--- src/hdl/bilinear_elevation_nodata_defines.svh ---
// Assertion macros for the bilinear elevation block.
// Used by the top level only; no other dependencies.
`ifndef BILINEAR_ELEVATION_NODATA_DEFINES_SVH
`define BILINEAR_ELEVATION_NODATA_DEFINES_SVH
`ifndef SYNTH
`define BED_CHECK(label, prop, msg) \
	label: assert property (@(posedge clk) disable iff (!arst_n) (prop)) else $error(msg);
`define BED_CHECK_IMPL(label, ante, cons, msg) \
	label: assert property (@(posedge clk) disable iff (!arst_n) (ante) |-> (cons)) else $error(msg);
`else
`define BED_CHECK(label, prop, msg)
`define BED_CHECK_IMPL(label, ante, cons, msg)
`endif
`endif

--- src/hdl/bed_pkg.sv ---
// Shared widths, constants and the divider beat type of the bilinear elevation block.
// No dependencies.
package bed_pkg;

	localparam int unsigned FRAC_W   = 8;
	localparam int unsigned SAMP_W   = 16;
	localparam int unsigned WGT_W    = 17;  // one corner weight, max 65536
	localparam int unsigned PROD_W   = 33;  // signed sample times weight
	localparam int unsigned SUM_W    = 33;  // weighted sum, |sum| <= 2^31
	localparam int unsigned MAG_W    = 32;
	localparam int unsigned NUM_W    = 41;  // 2*|sum|*256 + wsum
	localparam int unsigned QUOT_W   = 24;
	localparam int unsigned REM_W    = 18;  // remainder below 2*wsum
	localparam int unsigned ELEV_W   = 24;
	localparam int unsigned CORNERS  = 4;

	localparam logic [SAMP_W-1:0] NODATA_RESET = 16'h8000;

	// quotient bits resolved per divider stage; must divide QUOT_W, at most 8
	localparam int unsigned DIV_BITS_DEFAULT = 3;

	typedef struct packed {
		logic [REM_W-1:0]  rem;
		logic [QUOT_W-1:0] num_lo;
		logic [REM_W-1:0]  den2;
		logic [QUOT_W-1:0] quot;
		logic              neg;
		logic              ok;
	} div_beat_t;

endpackage

--- src/hdl/bed_div_step.sv ---
// One registered stage of the restoring divider: resolves STEP_BITS quotient bits.
// Depends on bed_pkg.
module bed_div_step import bed_pkg::*; #(
	parameter int unsigned STEP_BITS = DIV_BITS_DEFAULT
) (
	input  logic      clk,
	input  logic      arst_n,
	input  logic      in_valid,
	input  div_beat_t in_beat,
	output logic      out_valid,
	output div_beat_t out_beat
);

	logic [REM_W-1:0]  r;
	logic [QUOT_W-1:0] n;
	logic [QUOT_W-1:0] q;
	logic [REM_W:0]    t;
	logic [REM_W:0]    d;
	div_beat_t         nxt;

	logic              valid_s1;
	div_beat_t         beat_s1;

	assign d = {1'b0, in_beat.den2};

	// shift in one dividend bit per step, subtract where the divisor fits
	always_comb begin
		r = in_beat.rem;
		n = in_beat.num_lo;
		q = in_beat.quot;
		t = '0;
		for (int i = 0; i < STEP_BITS; i++) begin
			t = {r, n[QUOT_W-1]};
			n = {n[QUOT_W-2:0], 1'b0};
			if (t >= d) begin
				r = REM_W'(t - d);
				q = {q[QUOT_W-2:0], 1'b1};
			end else begin
				r = t[REM_W-1:0];
				q = {q[QUOT_W-2:0], 1'b0};
			end
		end
		nxt        = in_beat;
		nxt.rem    = r;
		nxt.num_lo = n;
		nxt.quot   = q;
	end

	always_ff @(posedge clk or negedge arst_n) begin
		if (!arst_n) begin
			valid_s1 <= 1'b0;
		end else begin
			valid_s1 <= in_valid;
		end
	end

	always_ff @(posedge clk) begin
		beat_s1 <= nxt;
	end

	assign out_valid = valid_s1;
	assign out_beat  = beat_s1;

endmodule

--- config.mk ---
export PLATFORM = sky130hd
export DESIGN_NAME = bed_div_step
export DESIGN_NICKNAME = d
export VERILOG_FILES = /design/src/hdl/bilinear_elevation_nodata_defines.svh /design/src/hdl/bed_pkg.sv /design/src/hdl/bed_div_step.sv
export SDC_FILE = /design/constraint.sdc
export NUM_CORES = 1
export LEC_CHECK = 0
export BUFFER_PORTS_ARGS = -buffer_cell sky130_fd_sc_hd__clkbuf_2
export CELL_PAD_IN_SITES_DETAIL_PLACEMENT = 2
export CELL_PAD_IN_SITES_GLOBAL_PLACEMENT = 2
export CORE_MARGIN = 1
export CORE_UTILIZATION = 27
export DETAILED_ROUTE_END_ITERATION = 6
export PLACE_DENSITY_LB_ADDON = 0.12
export SYNTH_ARGS = -nofsm -noshare
export SYNTH_HDL_FRONTEND = slang
export SYNTH_SLANG_ARGS = --single-unit
--- constraint.sdc ---
create_clock -name clk -period 0.8 [get_ports clk]
set_input_delay 0.08 -clock clk [delete_from_list [all_inputs] [get_ports clk]]
set_output_delay 0.08 -clock clk [all_outputs]
set_load 0.01 [all_outputs]
==> impl_metrics.csv, run 1 <==
group,metric,value,unit
grt,antenna_found_initial,0,
floorplanning,io_pins,176,
synth,synth_enable_flop_cells,0,
synth,synth.most_common_cell,"dfxtp_1",
floorplanning,num_rows,48,
synth,syn_area_per_cell,9.58,um2
placement,dp.final_hpwl,17600,um
cts,cts_max_path_buffers,2,
floorplanning,fp.dieH,137,um
synth,synth_area_leaders,"dfxtp_1 34%, ha_1 14%, mux2_2 6.9%",
synth,ys_seq_elements,84,
synth,netlist.area_leader.share,34.0,%
cts,cts-htree-levels,3,
cts,cts_buffers,9,
placement,dp_slack,-6.38,ns
sta,endpoint_type,"register data pin",
placement,io_buffers,169,
synth,synth_common_cells,"83 x dfxtp_1, 54 x ha_1, 32 x nor2_1, 31 x inv_1, 30 x mux2_2",
cts,root_buffer,"clkbuf_16",
placement,gp_congestion,0.854,
floorplanning,die_w,137,um
synth,synth.cell_area,0.00488,mm2
floorplanning,start_util,27.9,%
outcome,stop_stage,"global routing",
cts,clock_sinks,84,
synth,ys_seq_area_share,34.5,%
synth,syn_inst,510,
synth,synthFlopType,"dfxtp_1",
sta,worst_endpoint,"out_beat[79]$_DFF_P_/D",
grt,grt_max_degree,16,
synth,ys_types,58,
placement,placed_area,0.00768,mm2
synth,yosys.area.top_type,"dfxtp_1",
outcome,tool.error,"[ERROR DPL-0033] detailed placement checks failed during check placement.",
outcome,status,"did not finish",
synth,ys_warn_count,0,
synth,async_flop_share,1.19,%
-- metrics by stage --
step / setup TNS (ns) / instances / util (%)
after detailed placement: -125.20 / 1102 / 43.9
after global placement: -120.04 / 1102 / 43.9
after CTS: -119.48 / 1211 / 53.2
after floorplan: -114.09 / 512 / -
-- cell families after synthesis --
logic type / count (synthesis) / share of synthesized area, %
simple gates: 115 / 11.4
flops: 84 / 34.5
other cells: 1 / 0.0768
buf+inv: 41 / 3.71
mux: 39 / 9.27
compound gates: 133 / 18.8
xor+xnor: 40 / 7.17
fa+ha+maj: 57 / 15.1
-- repair_timing --
action / CTS
setup endpoints to repair: 105
gates cloned: 2
gates resized for setup: 105
setup buffers: 29
endpoints found under the hold margin: 62
hold buffers: 62
pin swaps: 39
==> run 2, diff against run 1 <==
- CELL_PAD_IN_SITES_DETAIL_PLACEMENT: 2 -> default
- CELL_PAD_IN_SITES_GLOBAL_PLACEMENT: 2 -> default
- CORE_UTILIZATION: 27 -> 35
- PLACE_DENSITY_LB_ADDON: 0.12 -> 0.15
- clock period: 0.8 -> 1 ns (I/O delays scaled with it)
==> run 2 against run 1 <==
The flow now finishes, with violations (setup timing). Synthesized cell count stayed put. Area after synthesis stayed put.
==> impl_metrics.csv, run 2 <==
group,metric,value,unit
outcome,status,"finished with violations",
outcome,violations,"setup timing",
power_and_ir_drop,powerDensity,2310,mW/mm2
floorplanning,start_util,36.5,%
worst_setup_path,critPathMaxStageDelay,0.43,ns
sta,fin_crit_sh,656,%
grt,met3_usage,4.42,%
floorplanning,dieArea,0.0144,mm2
detailed_routing,num_vias,5420,
worst_setup_path,slowest_stage,"o41a_1",
synth,synth_top_family_by_area,"compound AO/OA/AOI/OAI gates",
layout,area_growth,81.8,%
synth,netlist.area_leader.share,34.0,%
grt,grt_max_degree,16,
sta,setup_violations,21,
grt,grt_busiest_layer,"met2",
sta,slew_viol_final,0,
layout,final_common_cell,"buf_4",
flow_run,drv_cap,0,
synth,synth_xor_xnor_area_share,7.17,%
cts,tritoncts,"done",
cts,clock_sinks,84,
worst_setup_path,cp_common_cell,"o31a_1",
grt,grt_pass1_vias,5634,
layout,diodes,0,
synth,synth.most_common_cell,"dfxtp_1",
grt,grt_usage,24.1,%
layout,final_cell_mix,"207 x buf_4, 168 x clkbuf_2, 83 x dfxtp_1",
sta,worst_slack,-5.56,ns
worst_setup_path,crit_path_end_kind,"register",
synth,syn_area_per_cell,9.58,um2
synth,synthAdderAreaFrac,15.1,%
worst_setup_path,critPathArrivalTime,6.79,ns
grt,antenna_found_initial,0,
cts,cts_buffers,9,
floorplanning,design.core.area,0.0134,mm2
grt,grt_use_met1,28.3,%
sta,whs,0.0586,ns
synth,ys_warn_count,0,
synth,ys_seq_area_share,34.5,%
detailed_routing,drc,0,
detailed_routing,drt-initial-drc-count,300,
synth,yosys.area.top_type,"dfxtp_1",
layout,drive_gt1_share,50.3,%
placement,gp_congestion,0.904,
placement,dp.final_hpwl,13200,um
worst_setup_path,crit_fanout,6,
sta,rsz0062_at_grt,"true",
placement,dp_slack,-6.22,ns
placement,io_buffers,169,
floorplanning,io_pins,176,
cts,cts_max_path_buffers,2,
hold_path,hold_path.class,"in2async",
worst_setup_path,start_kind,"primary input",
detailed_routing,wl,17200,um
power_and_ir_drop,p_leak,4.47,nW
synth,yosys.area_share.simple,11.4,%
sta,tns,-108.07,ns
synth,synth.cell_area,0.00488,mm2
detailed_routing,wire_per_inst,15.0,um
synth,synthFlopType,"dfxtp_1",
synth,synth_common_cells,"83 x dfxtp_1, 54 x ha_1, 32 x nor2_1, 31 x inv_1, 30 x mux2_2",
sta,fmax,152,MHz
detailed_routing,first_pass_iters,4,
detailed_routing,vias_per_cell,4.72,
detailed_routing,final_antenna_net_count,0,
layout,fin_nets,1114,
synth,syn_inst,510,
synth,async_flop_share,1.19,%
synth,synthMuxAreaShare,9.27,%
worst_setup_path,worstPathRequired,1.23,ns
worst_setup_path,path_class,"in2reg",
floorplanning,fp.dieH,120,um
power_and_ir_drop,ir_drop,946,uV
synth,ys_seq_elements,84,
synth,ys_types,58,
synth,synth_enable_flop_cells,0,
cts,path_clk_slew,0.06,ns
synth,synth_area_leaders,"dfxtp_1 34%, ha_1 14%, mux2_2 6.9%",
synth,synth_compound_area_share,18.8,%
grt,grtUsageMet2,43.4,%
sta,finalCriticalPeriod,6.56,ns
cts,root_buffer,"clkbuf_16",
floorplanning,num_rows,42,
sta,hold_viol,0,
grt,grt_pass1_wl,26800,um
cts,cts-htree-levels,3,
layout,largest_reg_flops,83,
grt,grt_overflow_total,0,
floorplanning,die_w,120,um
[run 2: cell counts after synthesis]
No cell type changed its count.
[run 2: cell type report]
| class | count | area [um2] |
|---|---|---|
| clock buffer | 10 | 239 |
| clock inverter | 6 | 45.0 |
| fill | 1081 | 4520 |
| inverter | 32 | 129 |
| multi-input combinational | 387 | 3330 |
| sequential | 84 | 1690 |
| tap | 176 | 220 |
| timing repair buffer | 454 | 3230 |
[run 2: worst paths after layout]
kind	end	cells past startpoint	from
max	out_beat[84]	31	in_beat[27]
max in group asynchronous	out_valid	2	arst_n
min	out_valid	2	arst_n
min in group clk	out_beat[68]	4	in_beat[65]
[run 2: what timing repair did]
action / 4_1_cts / 5_1_grt
hold endpoints to repair: 64 / 1
hold buffers: 64 / 1
resized for setup: 20 / 28
setup buffers: 22 / 7
pin swaps: 21 / 7
setup endpoints to repair: 21 / 21
[run 2: logic make-up after synthesis]
| family | after synthesis |
|---|---|
| AOI/OAI and AO/OA | 133 |
| xor gates and xnor gates | 40 |
| adders and majority gates | 57 |
| buffers and inverters | 41 |
| DFF | 84 |
| muxes | 39 |
| other | 1 |
| and+or+nand+nor | 115 |
[run 2: stage by stage]
stage          cell area (um2)  utilization [%]  total power [mW]  std cells
2_1_floorplan             5080                -              11.1        512
3_3_place_gp              7520             56.1              15.6       1040
3_5_place_dp              7520             56.1              15.7       1040
4_1_cts                   8720             65.1              20.2       1142
5_1_grt                   8880             66.3              22.0       1149
6_report                  8880             66.3              20.5       1149
[run 2: critical path: cells and delay by family]
family / cells / cell delay [ns]
adders and majority gates: 3 / 0.80
buffers and inverters: 6 / 0.73
muxes: 3 / 0.94
AOI/OAI and AO/OA: 15 / 3.63
and+or+nand+nor: 3 / 0.42
xor gates and xnor gates: 1 / 0.14
[run 2: layer usage]
layer,routed length [um],up-vias
li1,-,2752
met1,7500,2464
met2,8440,176
met3,931,28
met4,359,0
met5,0,-
[run 2: report_power, final]
group	total [mW]	internal (mW)	switching [mW]	leakage, nW
Sequential	4.16	3.98	0.175	0.712
Clock	3.12	1.76	1.36	0.132
Combinational	13.3	7.57	5.70	3.62
(Power assumes the default switching activity.)
==> run 3, diff against run 2 <==
--- a/config.mk
+++ b/config.mk
@@ -7,8 +7,9 @@
 export LEC_CHECK = 0
 export BUFFER_PORTS_ARGS = -buffer_cell sky130_fd_sc_hd__clkbuf_2
+export CAP_MARGIN = 20
 export CORE_MARGIN = 1
 export CORE_UTILIZATION = 35
 export DETAILED_ROUTE_END_ITERATION = 6
-export PLACE_DENSITY_LB_ADDON = 0.15
+export PLACE_DENSITY = 0.69
 export SYNTH_ARGS = -nofsm -noshare
 export SYNTH_HDL_FRONTEND = slang
==> constraint.sdc (replaced) <==
create_clock -name clk -period 1 [get_ports clk]
set_input_delay 0.05 -clock clk [delete_from_list [all_inputs] [get_ports clk]]
set_output_delay 0.05 -clock clk [all_outputs]
set_load 0.01 [all_outputs]
==> run 3 against run 2 <==
The flow still finishes with violations (setup timing). Sequential share of layout area down 0.92 points. Core utilization rose by 3.4 points. Combinational power grew 7%. Final cell count grew 1.3%. Clock power increased by 16%. Global-route usage rose by 0.42 points. Design area up 5.1%. Sequential power is essentially flat. Power up 6.7%. Hold slack gained 0.0042 ns. Routed wire length grew 6.5%. Via count grew 4.9%. Critical endpoint is now out_beat[71].
==> impl_metrics.csv, run 3 (same netlist as run 2, synthesis figures left out) <==
group,metric,value,unit
outcome,status,"finished with violations",
outcome,violations,"setup timing",
layout,regArea,0.00169,mm2
cts,clock_sinks,84,
layout,fillers,914,
power_and_ir_drop,p_leak,4.63,nW
hold_path,hold_path.class,"in2async",
power_and_ir_drop,powerDensity,2350,mW/mm2
cts,cts_buffers,9,
layout,diodes,0,
cts,root_buffer,"clkbuf_16",
grt,antenna_found_initial,0,
floorplanning,io_pins,176,
detailed_routing,route.met3.wl,999,um
detailed_routing,vias_per_cell,4.88,
worst_setup_path,critPathArrivalTime,6.78,ns
worst_setup_path,worstPathRequired,1.23,ns
grt,grt_usage,24.5,%
detailed_routing,wl,18300,um
layout,multiInputGateArea,0.00359,mm2
worst_setup_path,path_class,"in2reg",
detailed_routing,drt-initial-drc-count,188,
layout,fin_nets,1129,
layout,area_growth,91.0,%
placement,io_buffers,169,
sta,slew_viol_final,0,
cts,cts_max_path_buffers,2,
detailed_routing,routedLengthMet1,7430,um
layout,final_cell_mix,"224 x buf_4, 167 x clkbuf_2, 83 x dfxtp_1",
detailed_routing,num_vias,5685,
placement,dp.final_hpwl,12900,um
floorplanning,fp.dieH,120,um
worst_setup_path,crit_fanout,5,
flow_run,drv_cap,0,
worst_setup_path,start_kind,"primary input",
placement,gp_congestion,0.935,
cts,cts-htree-levels,3,
layout,final_util,69.6,%
sta,finalCriticalPeriod,6.55,ns
floorplanning,num_rows,42,
sta,hold_viol,0,
grt,grt_pass1_vias,5855,
grt,grt_overflow_total,0,
floorplanning,die_w,120,um
sta,rsz0062_at_grt,"true",
detailed_routing,first_pass_iters,4,
detailed_routing,drc,0,
worst_setup_path,cp_common_cell,"buf_4",
layout,largest_reg_flops,83,
detailed_routing,wire_per_inst,15.8,um
grt,grt_max_degree,16,
sta,worst_slack,-5.55,ns
detailed_routing,final_antenna_net_count,0,
layout,drive_gt1_share,54.4,%
power_and_ir_drop,p_total,21.9,mW
cts,tritoncts,"done",
floorplanning,start_util,36.5,%
layout,final_common_cell,"buf_4",
worst_setup_path,slowest_stage,"mux2_2",
cts,path_clk_slew,0.06,ns
detailed_routing,wl_met2,9280,um
detailed_routing,top_layer,"met4",
worst_setup_path,critPathMaxStageDelay,0.34,ns
sta,fmax,153,MHz
grt,grt_pass1_wl,27500,um
sta,fin_crit_sh,655,%
power_and_ir_drop,ir_drop,1170,uV
floorplanning,design.core.area,0.0134,mm2
worst_setup_path,crit_path_end_kind,"register",
floorplanning,dieArea,0.0144,mm2
sta,setup_violations,21,
## run 3: repair_timing
item | CTS | global route
hold buffers | 65 | 0
endpoints found under the hold margin | 65 | 0
setup buffers | 34 | 11
pin swaps | 26 | 25
endpoints found under the setup margin | 21 | 21
gates cloned | 1 | 1
resized for setup | 51 | 45
## run 3: per-stage QoR
stage / area [um2] / TNS, ns / cells / hold slack, ns / setup slack [ns]
after detailed placement: 7490 / -118.60 / 1036 / -0.172 / -6.05
final: 9330 / -107.61 / 1164 / 0.0628 / -5.55
after floorplan: 5080 / -109.26 / 512 / -0.246 / -5.72
after global placement: 7490 / -115.23 / 1036 / -0.173 / -5.89
after global routing: 9330 / -111.86 / 1164 / 0.0546 / -5.75
after CTS: 9010 / -102.46 / 1152 / 0.0215 / -5.35
## run 3: worst max-delay path, delay by kind of cell
kind | cells | cell delay (ns)
muxes | 2 | 0.65
AOI/OAI and AO/OA | 9 | 2.01
adders and majority gates | 2 | 0.45
and+or+nand+nor | 5 | 0.71
buffers and inverters | 22 | 2.73
xor gates and xnor gates | 1 | 0.16
## run 3: final timing paths
kind,start,end,slack (ns),cells past startpoint
max,in_beat[27],out_beat[71],-5.55,41
min in group clk,in_beat[65],out_beat[68],0.17,4
max in group asynchronous,arst_n,out_valid,0.85,2
min,arst_n,out_valid,0.06,2
## run 3: area by class of cell
type                            instances  share of cell area [%]
Inverter                               32                    1.46
Multi-Input combinational cell        387                    38.5
Timing Repair Buffer                  469                    36.1
Tap cell                              176                    2.36
Sequential cell                        84                    18.1
Clock buffer                           10                    2.56
Clock inverter                          6                    1.01
## run 3: power by group
group	leakage (nW)	switching (mW)	internal [mW]	total, mW
clock network	0.160	1.35	2.28	3.63
registers	0.712	0.155	3.98	4.13
logic	3.76	6.29	7.87	14.2
total	4.63	7.79	14.1	21.9
## run 3: routing by layer
metal	up-vias	GRT usage (%)
met3	47	3.04
met1	2644	27.6
li1	2775	-
met2	219	44.5
met4	0	13.1
met5	-	0
==> run 4, diff against run 3 <==
- PLACE_DENSITY: 0.69 -> default
- PLACE_DENSITY_LB_ADDON: default -> 0.08
==> run 4 against run 3 <==
The flow still finishes with violations (setup timing). Combinational power is 3% lower. Routed wire length decreased by 4.2%. Largest cell class unchanged. First-iteration DRC count rose by 9.6%. Hold slack got worse by 0.040 ns. Die area stayed put. Highest routed layer unchanged. Critical endpoint is now out_beat[78]. Sequential power barely moved. Final cell count grew 0.52%. Clock power decreased by 15%. Power down 4.0%. Non-clock buffer count rose by 6. Critical path depth decreased by 8. Via count down 2.6%.
==> impl_metrics.csv, run 4 (same netlist as run 2, synthesis figures left out) <==
group,metric,value,unit
layout,drive_gt1_share,53.8,%
floorplanning,start_util,36.5,%
detailed_routing,num_vias,5537,
layout,fin_nets,1135,
power_and_ir_drop,p_leak,4.60,nW
detailed_routing,wl,17600,um
floorplanning,dieArea,0.0144,mm2
sta,fmax,157,MHz
flow_run,drv_cap,0,
detailed_routing,wire_per_inst,15.0,um
grt,grt_max_degree,16,
placement,io_buffers,169,
hold_path,hold_path.class,"in2async",
floorplanning,io_pins,176,
worst_setup_path,start_kind,"primary input",
cts,tritoncts,"done",
detailed_routing,wl_met2,8850,um
power_and_ir_drop,ir_drop,1100,uV
layout,diodes,0,
power_and_ir_drop,p_total,21.1,mW
worst_setup_path,critPathArrivalTime,6.59,ns
sta,hold_viol,0,
cts,root_buffer,"clkbuf_16",
power_and_ir_drop,powerDensity,2280,mW/mm2
detailed_routing,routedLengthMet1,7510,um
grt,grt_overflow_total,0,
worst_setup_path,worstPathRequired,1.22,ns
sta,setup_violations,21,
detailed_routing,vias_per_cell,4.73,
sta,finalCriticalPeriod,6.37,ns
detailed_routing,top_layer,"met4",
detailed_routing,drt-initial-drc-count,206,
sta,whs,0.0225,ns
detailed_routing,drc,0,
worst_setup_path,crit_fanout,7,
floorplanning,die_w,120,um
grt,grt_pass1_vias,5627,
outcome,violations,"setup timing",
sta,fin_crit_sh,637,%
cts,cts-htree-levels,3,
layout,final_common_cell,"buf_4",
outcome,status,"finished with violations",
placement,placed_area,0.00753,mm2
detailed_routing,final_antenna_net_count,0,
worst_setup_path,critPathMaxStageDelay,0.55,ns
cts,cts_max_path_buffers,2,
floorplanning,design.core.area,0.0134,mm2
worst_setup_path,path_class,"in2reg",
placement,dp.final_hpwl,13300,um
worst_setup_path,cp_common_cell,"a21o_1",
floorplanning,num_rows,42,
placement,gp_congestion,0.918,
grt,grt_pass1_wl,27300,um
detailed_routing,first_pass_iters,4,
sta,rsz0062_at_grt,"true",
detailed_routing,route.met3.wl,822,um
layout,final_cell_mix,"230 x buf_4, 167 x clkbuf_2, 83 x dfxtp_1",
layout,final_cell_area,0.00924,mm2
cts,cts_buffers,9,
floorplanning,fp.dieH,120,um
sta,worst_slack,-5.37,ns
worst_setup_path,crit_path_end_kind,"register",
layout,area_growth,89.1,%
sta,slew_viol_final,0,
worst_setup_path,slowest_stage,"or4_4",
cts,path_clk_slew,0.06,ns
cts,clock_sinks,84,
grt,antenna_found_initial,0,
grt,grt_usage,24.2,%
layout,largest_reg_flops,83,
[run 4: area by class of cell]
cell class | count | area (um2)
clock buffers | 10 | 229
clock inverters | 6 | 48.8
fillers | 1039 | 4170
inverters | 32 | 133
multi-input cells | 387 | 3530
flip-flops and latches | 84 | 1690
well taps | 176 | 220
repair buffers | 475 | 3390
[run 4: how the worst max path moves through the flow]
stage | slack (ns) | to | depth (start not counted) | start
after global routing | -5.60 | out_beat[84] | 30 | in_beat[36]
after global placement | -5.90 | out_beat[84] | 35 | in_beat[67]
final | -5.37 | out_beat[78] | 33 | in_beat[36]
after floorplan | -5.72 | out_beat[84] | 32 | in_beat[27]
after CTS | -5.47 | out_beat[84] | 31 | in_beat[27]
after detailed placement | -6.09 | out_beat[84] | 33 | in_beat[27]
[run 4: timing repair]
action                                  4_1_cts  5_1_grt
endpoints found under the setup margin       21       21
setup buffers                                34       14
hold buffers                                 65        0
hold endpoints to repair                     65        0
gates cloned                                  1        0
pin swaps                                    14       21
resized for setup                            50       37
[run 4: critical path, delay by kind of cell]
kind | cells | cell delay (ns)
compound gates | 15 | 3.08
mux | 3 | 0.92
simple gates | 5 | 0.90
buf+inv | 7 | 0.86
fa+ha+maj | 3 | 0.76
[run 4: routing by layer]
metal | global-route usage [%] | up-vias
met5 | 0 | -
met4 | 8.05 | 0
met3 | 3.09 | 29
met2 | 44.8 | 171
met1 | 28.5 | 2539
li1 | - | 2798
[run 4: per-stage QoR]
step | TNS [ns] | cells | util [%] | setup slack (ns)
floorplan | -109.26 | 512 | - | -5.72
global placement | -114.67 | 1043 | 56.2 | -5.90
detailed placement | -117.79 | 1043 | 56.2 | -6.09
CTS | -103.70 | 1157 | 66.9 | -5.47
global route | -109.06 | 1170 | 68.9 | -5.60
finish | -104.35 | 1170 | 68.9 | -5.37
[run 4: power breakdown]
| group | internal, mW | leakage (nW) | switching (mW) |
|---|---|---|---|
| registers | 3.98 | 0.712 | 0.175 |
| clock network | 1.70 | 0.126 | 1.37 |
| logic | 7.98 | 3.76 | 5.85 |
